$ cat src/sv/rcsp_pkg.sv
`default_nettype none
// ----------------------------------------------------------------------------
// rcsp_pkg
// Shared types and codes of the refcounted cell slot pool.
// ----------------------------------------------------------------------------
package rcsp_pkg;

  typedef struct packed {
    logic [2:0]          operation;
    logic signed [31:0]  world_x;
    logic signed [31:0]  world_y;
    logic [3:0]          slot_index;
  } in_t;

  typedef struct packed {
    logic [1:0]          kind;
    logic [1:0]          status;
    logic [3:0]          slot;
    logic signed [31:0]  cell_x;
    logic signed [31:0]  cell_y;
    logic signed [31:0]  origin_x;
    logic signed [31:0]  origin_y;
    logic [15:0]         uv_u;
    logic [15:0]         uv_v;
    logic                occupied;
    logic [4:0]          active_count;
    logic                last;
  } out_t;

  // One pool slot as held by a cell of the ring
  typedef struct packed {
    logic                valid;
    logic signed [31:0]  cell_x;
    logic signed [31:0]  cell_y;
    logic signed [31:0]  origin_x;
    logic signed [31:0]  origin_y;
    logic [15:0]         refs;
    logic                released;
    logic [31:0]         rel_time;
  } slot_t;

  // Dividend of one divider lane: sign and magnitude
  typedef struct packed {
    logic        neg;
    logic [31:0] mag;
  } div_num_t;

  localparam logic [2:0] OP_REGISTER   = 3'd0;
  localparam logic [2:0] OP_UNREGISTER = 3'd1;
  localparam logic [2:0] OP_LOOKUP     = 3'd2;
  localparam logic [2:0] OP_TICK       = 3'd3;
  localparam logic [2:0] OP_QUERY      = 3'd4;

  localparam logic [1:0] KIND_ANSWER    = 2'd0;
  localparam logic [1:0] KIND_ASSIGNED  = 2'd1;
  localparam logic [1:0] KIND_RECLAIMED = 2'd2;

  localparam logic [1:0] STAT_OK        = 2'd0;
  localparam logic [1:0] STAT_NOT_FOUND = 2'd1;
  localparam logic [1:0] STAT_EXHAUSTED = 2'd2;
  localparam logic [1:0] STAT_BAD_SLOT  = 2'd3;

  localparam logic [1:0] CFG_CELL_SIZE    = 2'd0;
  localparam logic [1:0] CFG_DECAY_TICKS  = 2'd1;
  localparam logic [1:0] CFG_ACTIVE_SLOTS = 2'd2;

  localparam logic signed [31:0] FREE_ORIGIN = -32'sd9999999;
  localparam logic [15:0]        MIN_CELL    = 16'd100;
  localparam logic [15:0]        REFS_MAX    = 16'hFFFF;
  localparam logic [15:0]        UV_MAX      = 16'hFFFF;
  localparam logic signed [31:0] INT32_MAX   = 32'sh7FFFFFFF;
  localparam logic signed [31:0] INT32_MIN   = 32'sh80000000;

endpackage
`default_nettype wire

$ cat src/sv/rcsp_cell.sv
`default_nettype none
// ----------------------------------------------------------------------------
// rcsp_cell
// One slot of the pool ring; takes its neighbor's slot on every shift.
// ----------------------------------------------------------------------------
module rcsp_cell (
  input  logic                clk,
  input  logic                rst,
  input  logic                shift,
  input  rcsp_pkg::slot_t     d,
  output rcsp_pkg::slot_t     q
);

  always_ff @(posedge clk) begin
    if (rst) begin
      q.valid    <= 1'b0;
      q.cell_x   <= '0;
      q.cell_y   <= '0;
      q.origin_x <= rcsp_pkg::FREE_ORIGIN;
      q.origin_y <= rcsp_pkg::FREE_ORIGIN;
      q.refs     <= '0;
      q.released <= 1'b0;
      q.rel_time <= '0;
    end else if (shift) begin
      q <= d;
    end
  end

endmodule
`default_nettype wire

$ cat config.mk
export PLATFORM = sky130hd
export DESIGN_NAME = rcsp_cell
export DESIGN_NICKNAME = d
export VERILOG_FILES = /design/src/sv/rcsp_pkg.sv /design/src/sv/rcsp_cell.sv
export SDC_FILE = /design/constraint.sdc
export NUM_CORES = 1
export LEC_CHECK = 0
export BUFFER_PORTS_ARGS = -buffer_cell sky130_fd_sc_hd__buf_2
export CAP_MARGIN = 20
export CORE_MARGIN = 2
export CORE_UTILIZATION = 25
export CTS_CLUSTER_SIZE = 25
export DETAILED_ROUTE_END_ITERATION = 12
export PLACE_DENSITY = 0.6
export SETUP_SLACK_MARGIN = 0.4
export SLEW_MARGIN = 20
export SYNTH_ARGS = -nofsm -noshare
export SYNTH_HDL_FRONTEND = slang
export SYNTH_SLANG_ARGS = --single-unit
$ cat constraint.sdc
create_clock -name clk -period 1.02 [get_ports clk]
set_clock_uncertainty 0.05 [all_clocks]
set_input_delay 0 -clock clk [delete_from_list [all_inputs] [get_ports clk]]
set_output_delay 0 -clock clk [all_outputs]
set_load 0.01 [all_outputs]
==> run metrics <==
CTS max path bufs 2; die height 165 microns; Largest Register q; critical path arrival 0.89 ns; share of cells above drive strength 1 55.7%; Synth Register Bits 178; Startpoint Class flop; pre-CTS WS 0.0713 ns; power per cell area 1450 nW/um^2; Yosys cell types 11; Fin. Hold Viols 39; Avg Vias per Cell 4.24; biggest regs q: 178 flops; initial DRC count 285; largest net degree at the start of global routing 35; Final Instance Area 12200 sq um; clock sink count 178; RSZ-0062 raised after global routing yes; Pleak 5.81 nW; TritonCTS clock tree done; CP Capture Type output pin; gpl congestion 0.704; CP max-delay cell dfxtp_4; clock latency on the worst-skew pair 0.42 ns; total power 17.7 mW; Clock transition at path regs 0.08 ns; crit path cell chain buf_6; total number of vias 6173; Worst Max-Slew Pin Slew 0.245 ns; htree depth 4; most common cell after layout, fill and taps aside buf_6; dpl cell area 8720 sq um; Overall Global Routing Usage 14.8%; Core Region 25800 sq um; Max Cap Viol 0; Worst Path Buf+Inv 1; Synth-to-Final Area Change 88.0%; worst setup margin 0.0822 ns; WP data required 0.97 ns; main area contributors after synthesis dfxtp_1, mux2i_1, nor2_1; GRT overflow 0; first-pass GRT wire length 31700 microns; Synth Area per Inst 11.3 sq um; CP max stage delay 0.36 ns; status complete, but fails checks; Mapped Nets 759; final layout net count 1290; PortBufs 358; hold buffer count at cts 140; die area 27400 sq um; initial antenna violation count 0; fin util 47.4%; routed wl met3 1820 microns; post-synth top area cell dfxtp_1; drt first pass iters 5; kind of critical path flop to output pin; vias in the first global route 6324; final std cells w/o fill 1457; Synth top area share 54.7%; final WL 22100 microns; metal2 WL 11500 microns; register area share after synthesis 54.7%; crit-path leading delay family flip-flops; area of the mapped netlist 6510 sq um; number of routed nets with antenna violations 0; Tcrit/Tclk final 91.9%; synthesized instance count 578; residual DRC count 0; max FFs per register 178; critical-path maximum fanout 2; setup violators final 0; Die Span X 165 microns; Synth warnings 0; Tmin final 0.938 ns; Root Buffer clkbuf_16; max-slew violation count 0; I/O pins 359; met1 WL 8520 microns; DP HPWL 12900 microns; Placed Instances 1262; site row count 59; worst reg2reg setup slack 0.14 ns; Setup TNS Final 0 ns; Tightest Hold Check Type primary input to flop; Initial Util 25.2%; antenna fix cells 0; Fmax 1070 MHz; Inserted Clock Buffers 17; Hold WS -0.264 ns; violated checks hold timing; routed len/inst 15.2 microns; Max IR drop VDD 0.818 mV; Highest Signal Layer met4; Max-slew headroom 83.7%; most frequent cells in the layout buf_6, buf_2, dfxtp_2; number of fill cells 2244
==> report_power, final <==
| part | internal [mW] | leakage [nW] | switching (mW) |
|---|---|---|---|
| Combinational | 2.01 | 4.02 | 1.23 |
| Sequential | 7.47 | 1.51 | 0.328 |
| Clock | 3.74 | 0.280 | 2.94 |
| Total | 13.2 | 5.81 | 4.49 |
==> routing by layer <==
layer  vias to the layer above  GRT usage (%)
met5                         -              0
met4                         0           4.47
met3                        17           4.80
met2                       274           28.0
met1                      2881           15.4
li1                       3001              -
==> layout make-up <==
class | count | area [sq um] | area share (%)
well taps | 335 | 419 | 3.42
repair buffers | 556 | 4940 | 40.3
clock buffers | 20 | 447 | 3.65
flip-flops and latches | 178 | 3790 | 31.0
multi-input cells | 356 | 2500 | 20.4
clock inverters | 12 | 146 | 1.20
==> path summary, 6_finish.rpt <==
check | from | depth (start not counted) | end
max | q[146]$_SDFFE_PP0P_ | 1 | q[146]
min | d[94] | 2 | q[94]$_SDFFE_PP1P_
min reg2reg | q[36]$_SDFFE_PP0P_ | 2 | q[36]$_SDFFE_PP0P_
max reg2reg | q[86]$_SDFFE_PP0P_ | 4 | q[86]$_SDFFE_PP0P_
==> kinds of logic after synthesis <==
family	share of synthesized area [%]
simple gates	11.7
buf+inv	6.94
compound gates	5.11
flops	54.7
mux	21.5
==> cells in the mapped netlist <==
| cell | n |
|---|---|
| buf_2 | 5 |
| a211o_1 | 38 |
| dfxtp_1 | 178 |
| nor2b_1 | 38 |
| nor2_1 | 140 |
| buf_1 | 3 |
| clkbuf_1 | 14 |
| buf_6 | 6 |
| buf_4 | 2 |
| buf_12 | 14 |
| mux2i_1 | 140 |
==> repair_timing <==
action                                 4_1_cts  5_1_grt
gates resized for setup                    320       17
pin swaps                                    4       29
endpoints found under the hold margin      178       39
setup endpoints to repair                  356      356
setup buffers                                4       19
Power figures use the tool's default switching activity.
