--- config.mk ---
export PLATFORM = sky130hd
export DESIGN_NAME = rcsp_div
export DESIGN_NICKNAME = d
export VERILOG_FILES = /design/src/sv/rcsp_pkg.sv /design/src/sv/rcsp_div.sv
export SDC_FILE = /design/constraint.sdc
export NUM_CORES = 1
export LEC_CHECK = 0
export BUFFER_PORTS_ARGS = -buffer_cell sky130_fd_sc_hd__buf_2
export CAP_MARGIN = 20
export CORE_MARGIN = 2
export CORE_UTILIZATION = 25
export CTS_BUF_LIST = sky130_fd_sc_hd__clkbuf_8 sky130_fd_sc_hd__clkbuf_16
export CTS_CLUSTER_DIAMETER = 30
export CTS_CLUSTER_SIZE = 25
export DETAILED_ROUTE_END_ITERATION = 8
export GPL_TIMING_DRIVEN = 0
export PLACE_DENSITY = 0.41
export SYNTH_ARGS = -nofsm -noshare
export SYNTH_HDL_FRONTEND = slang
export SYNTH_SLANG_ARGS = --single-unit
--- constraint.sdc ---
create_clock -name clk -period 4.4 [get_ports clk]
set_input_delay 0 -clock clk [delete_from_list [all_inputs] [get_ports clk]]
set_output_delay 0 -clock clk [all_outputs]
set_load 0.1 [all_outputs]
--- src/sv/rcsp_pkg.sv ---
`default_nettype none
// ----------------------------------------------------------------------------
// rcsp_pkg
// Shared types and codes of the refcounted cell slot pool.
// ----------------------------------------------------------------------------
package rcsp_pkg;

  typedef struct packed {
    logic [2:0]          operation;
    logic signed [31:0]  world_x;
    logic signed [31:0]  world_y;
    logic [3:0]          slot_index;
  } in_t;

  typedef struct packed {
    logic [1:0]          kind;
    logic [1:0]          status;
    logic [3:0]          slot;
    logic signed [31:0]  cell_x;
    logic signed [31:0]  cell_y;
    logic signed [31:0]  origin_x;
    logic signed [31:0]  origin_y;
    logic [15:0]         uv_u;
    logic [15:0]         uv_v;
    logic                occupied;
    logic [4:0]          active_count;
    logic                last;
  } out_t;

  // One pool slot as held by a cell of the ring
  typedef struct packed {
    logic                valid;
    logic signed [31:0]  cell_x;
    logic signed [31:0]  cell_y;
    logic signed [31:0]  origin_x;
    logic signed [31:0]  origin_y;
    logic [15:0]         refs;
    logic                released;
    logic [31:0]         rel_time;
  } slot_t;

  // Dividend of one divider lane: sign and magnitude
  typedef struct packed {
    logic        neg;
    logic [31:0] mag;
  } div_num_t;

  localparam logic [2:0] OP_REGISTER   = 3'd0;
  localparam logic [2:0] OP_UNREGISTER = 3'd1;
  localparam logic [2:0] OP_LOOKUP     = 3'd2;
  localparam logic [2:0] OP_TICK       = 3'd3;
  localparam logic [2:0] OP_QUERY      = 3'd4;

  localparam logic [1:0] KIND_ANSWER    = 2'd0;
  localparam logic [1:0] KIND_ASSIGNED  = 2'd1;
  localparam logic [1:0] KIND_RECLAIMED = 2'd2;

  localparam logic [1:0] STAT_OK        = 2'd0;
  localparam logic [1:0] STAT_NOT_FOUND = 2'd1;
  localparam logic [1:0] STAT_EXHAUSTED = 2'd2;
  localparam logic [1:0] STAT_BAD_SLOT  = 2'd3;

  localparam logic [1:0] CFG_CELL_SIZE    = 2'd0;
  localparam logic [1:0] CFG_DECAY_TICKS  = 2'd1;
  localparam logic [1:0] CFG_ACTIVE_SLOTS = 2'd2;

  localparam logic signed [31:0] FREE_ORIGIN = -32'sd9999999;
  localparam logic [15:0]        MIN_CELL    = 16'd100;
  localparam logic [15:0]        REFS_MAX    = 16'hFFFF;
  localparam logic [15:0]        UV_MAX      = 16'hFFFF;
  localparam logic signed [31:0] INT32_MAX   = 32'sh7FFFFFFF;
  localparam logic signed [31:0] INT32_MIN   = 32'sh80000000;

endpackage
`default_nettype wire

--- src/sv/rcsp_div.sv ---
`default_nettype none
// ----------------------------------------------------------------------------
// rcsp_div
// Two-lane restoring divider, one quotient bit per cycle.
// Gives floor(num / divisor) for a signed dividend.
// ----------------------------------------------------------------------------
module rcsp_div (
  input  logic                    clk,
  input  logic                    rst,
  input  logic                    start,
  input  rcsp_pkg::div_num_t      num_x,
  input  rcsp_pkg::div_num_t      num_y,
  input  logic [15:0]             divisor,
  output logic                    busy,
  output logic signed [31:0]      quo_x,
  output logic signed [31:0]      quo_y
);

  logic [4:0]  step;
  logic [15:0] dv;
  logic [31:0] qx, qy;
  logic [15:0] rx, ry;
  logic        nx, ny;
  logic [47:0] sx, sy;

  function automatic logic [47:0] div_step(input logic [31:0] q, input logic [15:0] r,
                                           input logic [15:0] d);
    logic [16:0] t;
    logic        b;
    t = {r, q[31]};
    b = (t >= {1'b0, d});
    if (b) t = t - {1'b0, d};
    return {q[30:0], b, t[15:0]};
  endfunction

  assign sx = div_step(qx, rx, dv);
  assign sy = div_step(qy, ry, dv);

  always_ff @(posedge clk) begin
    if (rst) begin
      busy <= 1'b0;
      step <= '0;
    end else if (start) begin
      busy <= 1'b1;
      step <= '0;
    end else if (busy) begin
      step <= step + 5'd1;
      if (step == 5'd31) busy <= 1'b0;
    end
  end

  always_ff @(posedge clk) begin
    if (start) begin
      dv <= divisor;
      qx <= num_x.mag;
      qy <= num_y.mag;
      rx <= '0;
      ry <= '0;
      nx <= num_x.neg;
      ny <= num_y.neg;
    end else if (busy) begin
      qx <= sx[47:16];
      rx <= sx[15:0];
      qy <= sy[47:16];
      ry <= sy[15:0];
    end
  end

  // round toward minus infinity for negative dividends
  assign quo_x = nx ? $signed(32'd0 - (qx + 32'(rx != 16'd0))) : $signed(qx);
  assign quo_y = ny ? $signed(32'd0 - (qy + 32'(ry != 16'd0))) : $signed(qy);

endmodule
`default_nettype wire

==> out/metrics.csv <==
metric;value;unit
status;finished clean;
# H-tree levels;4;
Die Ht;209;um
Comb power frac;53.2;%
Clock Latency Late Sink;0.48;ns
Max Freq;239;MHz
synth top area cells;edfxtp_1, ha_1, dfxtp_1;
Synth Register Bits;120;
Reg clk slew, reported paths;0.06;ns
Commonest cells post-synth;nand2_1, o21ai_0, inv_1;
Via Count;9908;
WL/cell;16.6;um
cell taking the most area after synthesis;edfxtp_1;
diode count;0;
vias per inst;4.80;
DRC Markers;0;
clock tree sinks;120;
sw power;0.00301;W
clock buffer depth;2;
CP Class;register to primary output;
Core Area;0.0417;sq mm
Simple-Gate Fraction of Synth Area;16.9;%
Seq/Total Area, Yosys;30.7;%
Post-Synth Adder-Cell Area;12.3;%
FILL cells;4518;
post-CTS setup buffers;0;
worst slew pin tran;1.06;ns
Seq pwr share;23.1;%
Layout area overhead;28.3;%
fin crit share;95.0;%
Slew HR;29.2;%
Worst Setup End Kind;primary output;
Slew Limit Fails;0;
first-pass GRT wire length;53.8;mm
post-synthesis cell type count;77;
yosys warns;0;
internal power;0.00310;W
Die Area;0.0436;sq mm
Mapped Cells;1262;
CTS Buf Count;17;
Clock Power Share;23.7;%
xor and xnor area share after synthesis;6.09;%
CTS root buffer;clkbuf_16;
final wirelength;34.3;mm
share of cells above drive strength 1;14.6;%
Tmin final;4.18;ns
post-synthesis compound-gate area fraction;23.9;%
multiplexer share of the synthesized area;4.48;%
routability cong.;0.813;
switching part of the total;49.3;%
RSZ-0062 raised after global routing;no;
Post-Syn Nets;1449;
vias in the first global route;9790;
Setup Viol. Count Final;0;
DIE WIDTH;209;um
row count;75;
most frequent cell after synthesis;nand2_1;
critical path startpoint category;register;
Synth Flop Type;edfxtp_1;
post-synth top area share;23.5;%
io pins;150;
Post-synth EDFFs;82;
Worst EP arrival;4.18;ns
DRT iter0 DRCs;451;
crit-path max FO;4;
Post-synth ARST share;0;%
post-synth design cell area;0.0105;sq mm
pin count of the biggest net entering global routing;37;
IR drop worst, VDD;0.000255;V
Final Skew;0.00640;ns
layout net count;1701;
CTS tree;built;
Pleak;5.94;nW
total congestion overflow;0;
Initial Utilization;25.2;%
antenna-violating nets left;0;
max capacitance violation total;0;
Setup TNS;0;ns
final hold slack;0.101;ns
Port Buffer Count;149;
Req. time, crit path;4.40;ns
Fin. Hold Viols;0;
Worst Hold Class;input port to register;
PwrDens;454;mW/mm^2
Avg Cell Area, Syn;8.32;sq um
DRT Pass-1 Iters;5;
initial antenna violation count;1;
largest family of logic cells by synthesized area;compound AO/OA/AOI/OAI gates;
Tot GR Track Use;15.9;%
dpl hpwl;26.2;mm
-- worst paths after layout --
path                             from                   to  slack, ns  cells past startpoint
hold / removal                  start         ny$_DFFE_PP_       0.10                      1
hold reg to reg   ry[15]$_SDFFE_PP0P_  ry[15]$_SDFFE_PP0P_       0.52                      2
setup / recovery   ry[1]$_SDFFE_PP0P_            quo_y[30]       0.22                     14
setup reg to reg      dv[1]$_DFFE_PP_      qy[0]$_DFFE_PP_       1.04                     12
-- worst max-delay path, stage by stage, from the launching register on --
cell,delay [ns]
dfxtp_1,0.35
nor4_1,0.32
and4_1,0.29
ha_1,0.20
ha_1,0.20
a211oi_1,0.12
o21a_1,0.26
o21ai_2,0.21
a2111oi_0,0.12
or3_1,0.50
o21a_1,0.26
a211oi_1,0.26
xnor2_1,0.10
a21oi_1,0.26
buf_6,0.27
-- layer usage --
layer	vias up	share of wire (%)	global-route usage (%)
li1	5098	-	-
met2	137	45	25.3
met3	36	2.8	3.25
met1	4635	50	21.4
met5	-	0.038	0
met4	2	1.9	5.62
-- sequential cells by signal, summed over array words and instances (netlist names) --
signal	flops
busy	1
dv	16
nx	1
ny	1
qx	32
qy	32
rx	16
ry	16
step	5
-- power groups by stage --
stage	registers (W)	clock network [W]	logic [W]
after global routing	0.00142	0.00154	0.00351
final	0.00141	0.00145	0.00325
after detailed placement	0.00143	0	0.00317
after CTS	0.00141	0.00150	0.00325
after global placement	0.00143	0	0.00316
after floorplan	0.00141	0	0.00257
-- area by class of cell --
cell class / count / area [sq um] / share of cell area [%]
tap: 539 / 674 / 5.01
inverter: 101 / 379 / 2.81
timing repair buffer: 233 / 1630 / 12.1
buffer: 51 / 211 / 1.57
clock buffer: 21 / 514 / 3.82
sequential: 120 / 3220 / 23.9
clock inverter: 11 / 82.6 / 0.613
multi-input combinational: 990 / 6750 / 50.1
-- through the flow --
step	power (W)	utilization, %	instances	setup slack [ns]	area, sq um
after floorplan	0.00397	-	1262	0.233	10500
after global placement	0.00459	28.6	1950	0.313	11900
after detailed placement	0.00459	28.7	1951	0.344	11900
after CTS	0.00616	32.2	2066	0.0356	13400
after global routing	0.00647	32.3	2066	0.00723	13500
final	0.00611	32.3	2066	0.220	13500
-- repair_timing --
item / in CTS / in global routing
hold buffers: 83 / 0
hold endpoints to repair: 88 / 0
endpoints found under the setup margin: 13 / 19
pin swaps: 0 / 1
resized for setup: 10 / 18
-- cells in the final DEF, fill, tap and decap left out, types with 6 or more instances in the layout --
cell type      instances
nand4_1               16
nand2_1              147
mux2i_1               38
dlygate4sd3_1         83
a21oi_1               80
a211oi_1              32
o21ai_0              136
edfxtp_1              82
mux2_2                 8
buf_2                139
o21bai_1              12
dfxtp_1               38
nor2_1                80
clkbuf_16             20
o21a_1                15
nor3_1                19
nand2b_1              11
o311ai_0               6
a31oi_1               12
xnor2_1               48
or3_1                  6
nor4_1                10
nor2b_1               16
clkbuf_1              42
and3_1                 8
a21o_1                43
inv_1                101
ha_1                 100
nand3_1               20
buf_4                  6
xor2_1                25
-- logic make-up (layout without fill, tap and decap cells) --
group | count (synthesis) | after routing
AO/OA/AOI/OAI | 397 | 397
buffers and inverters | 152 | 417
flip-flops | 120 | 120
multiplexers | 46 | 46
adder cells (fa/ha/maj) | 102 | 102
XOR/XNOR | 73 | 73
AND/OR/NAND/NOR | 372 | 372
(Power assumes the default switching activity.)
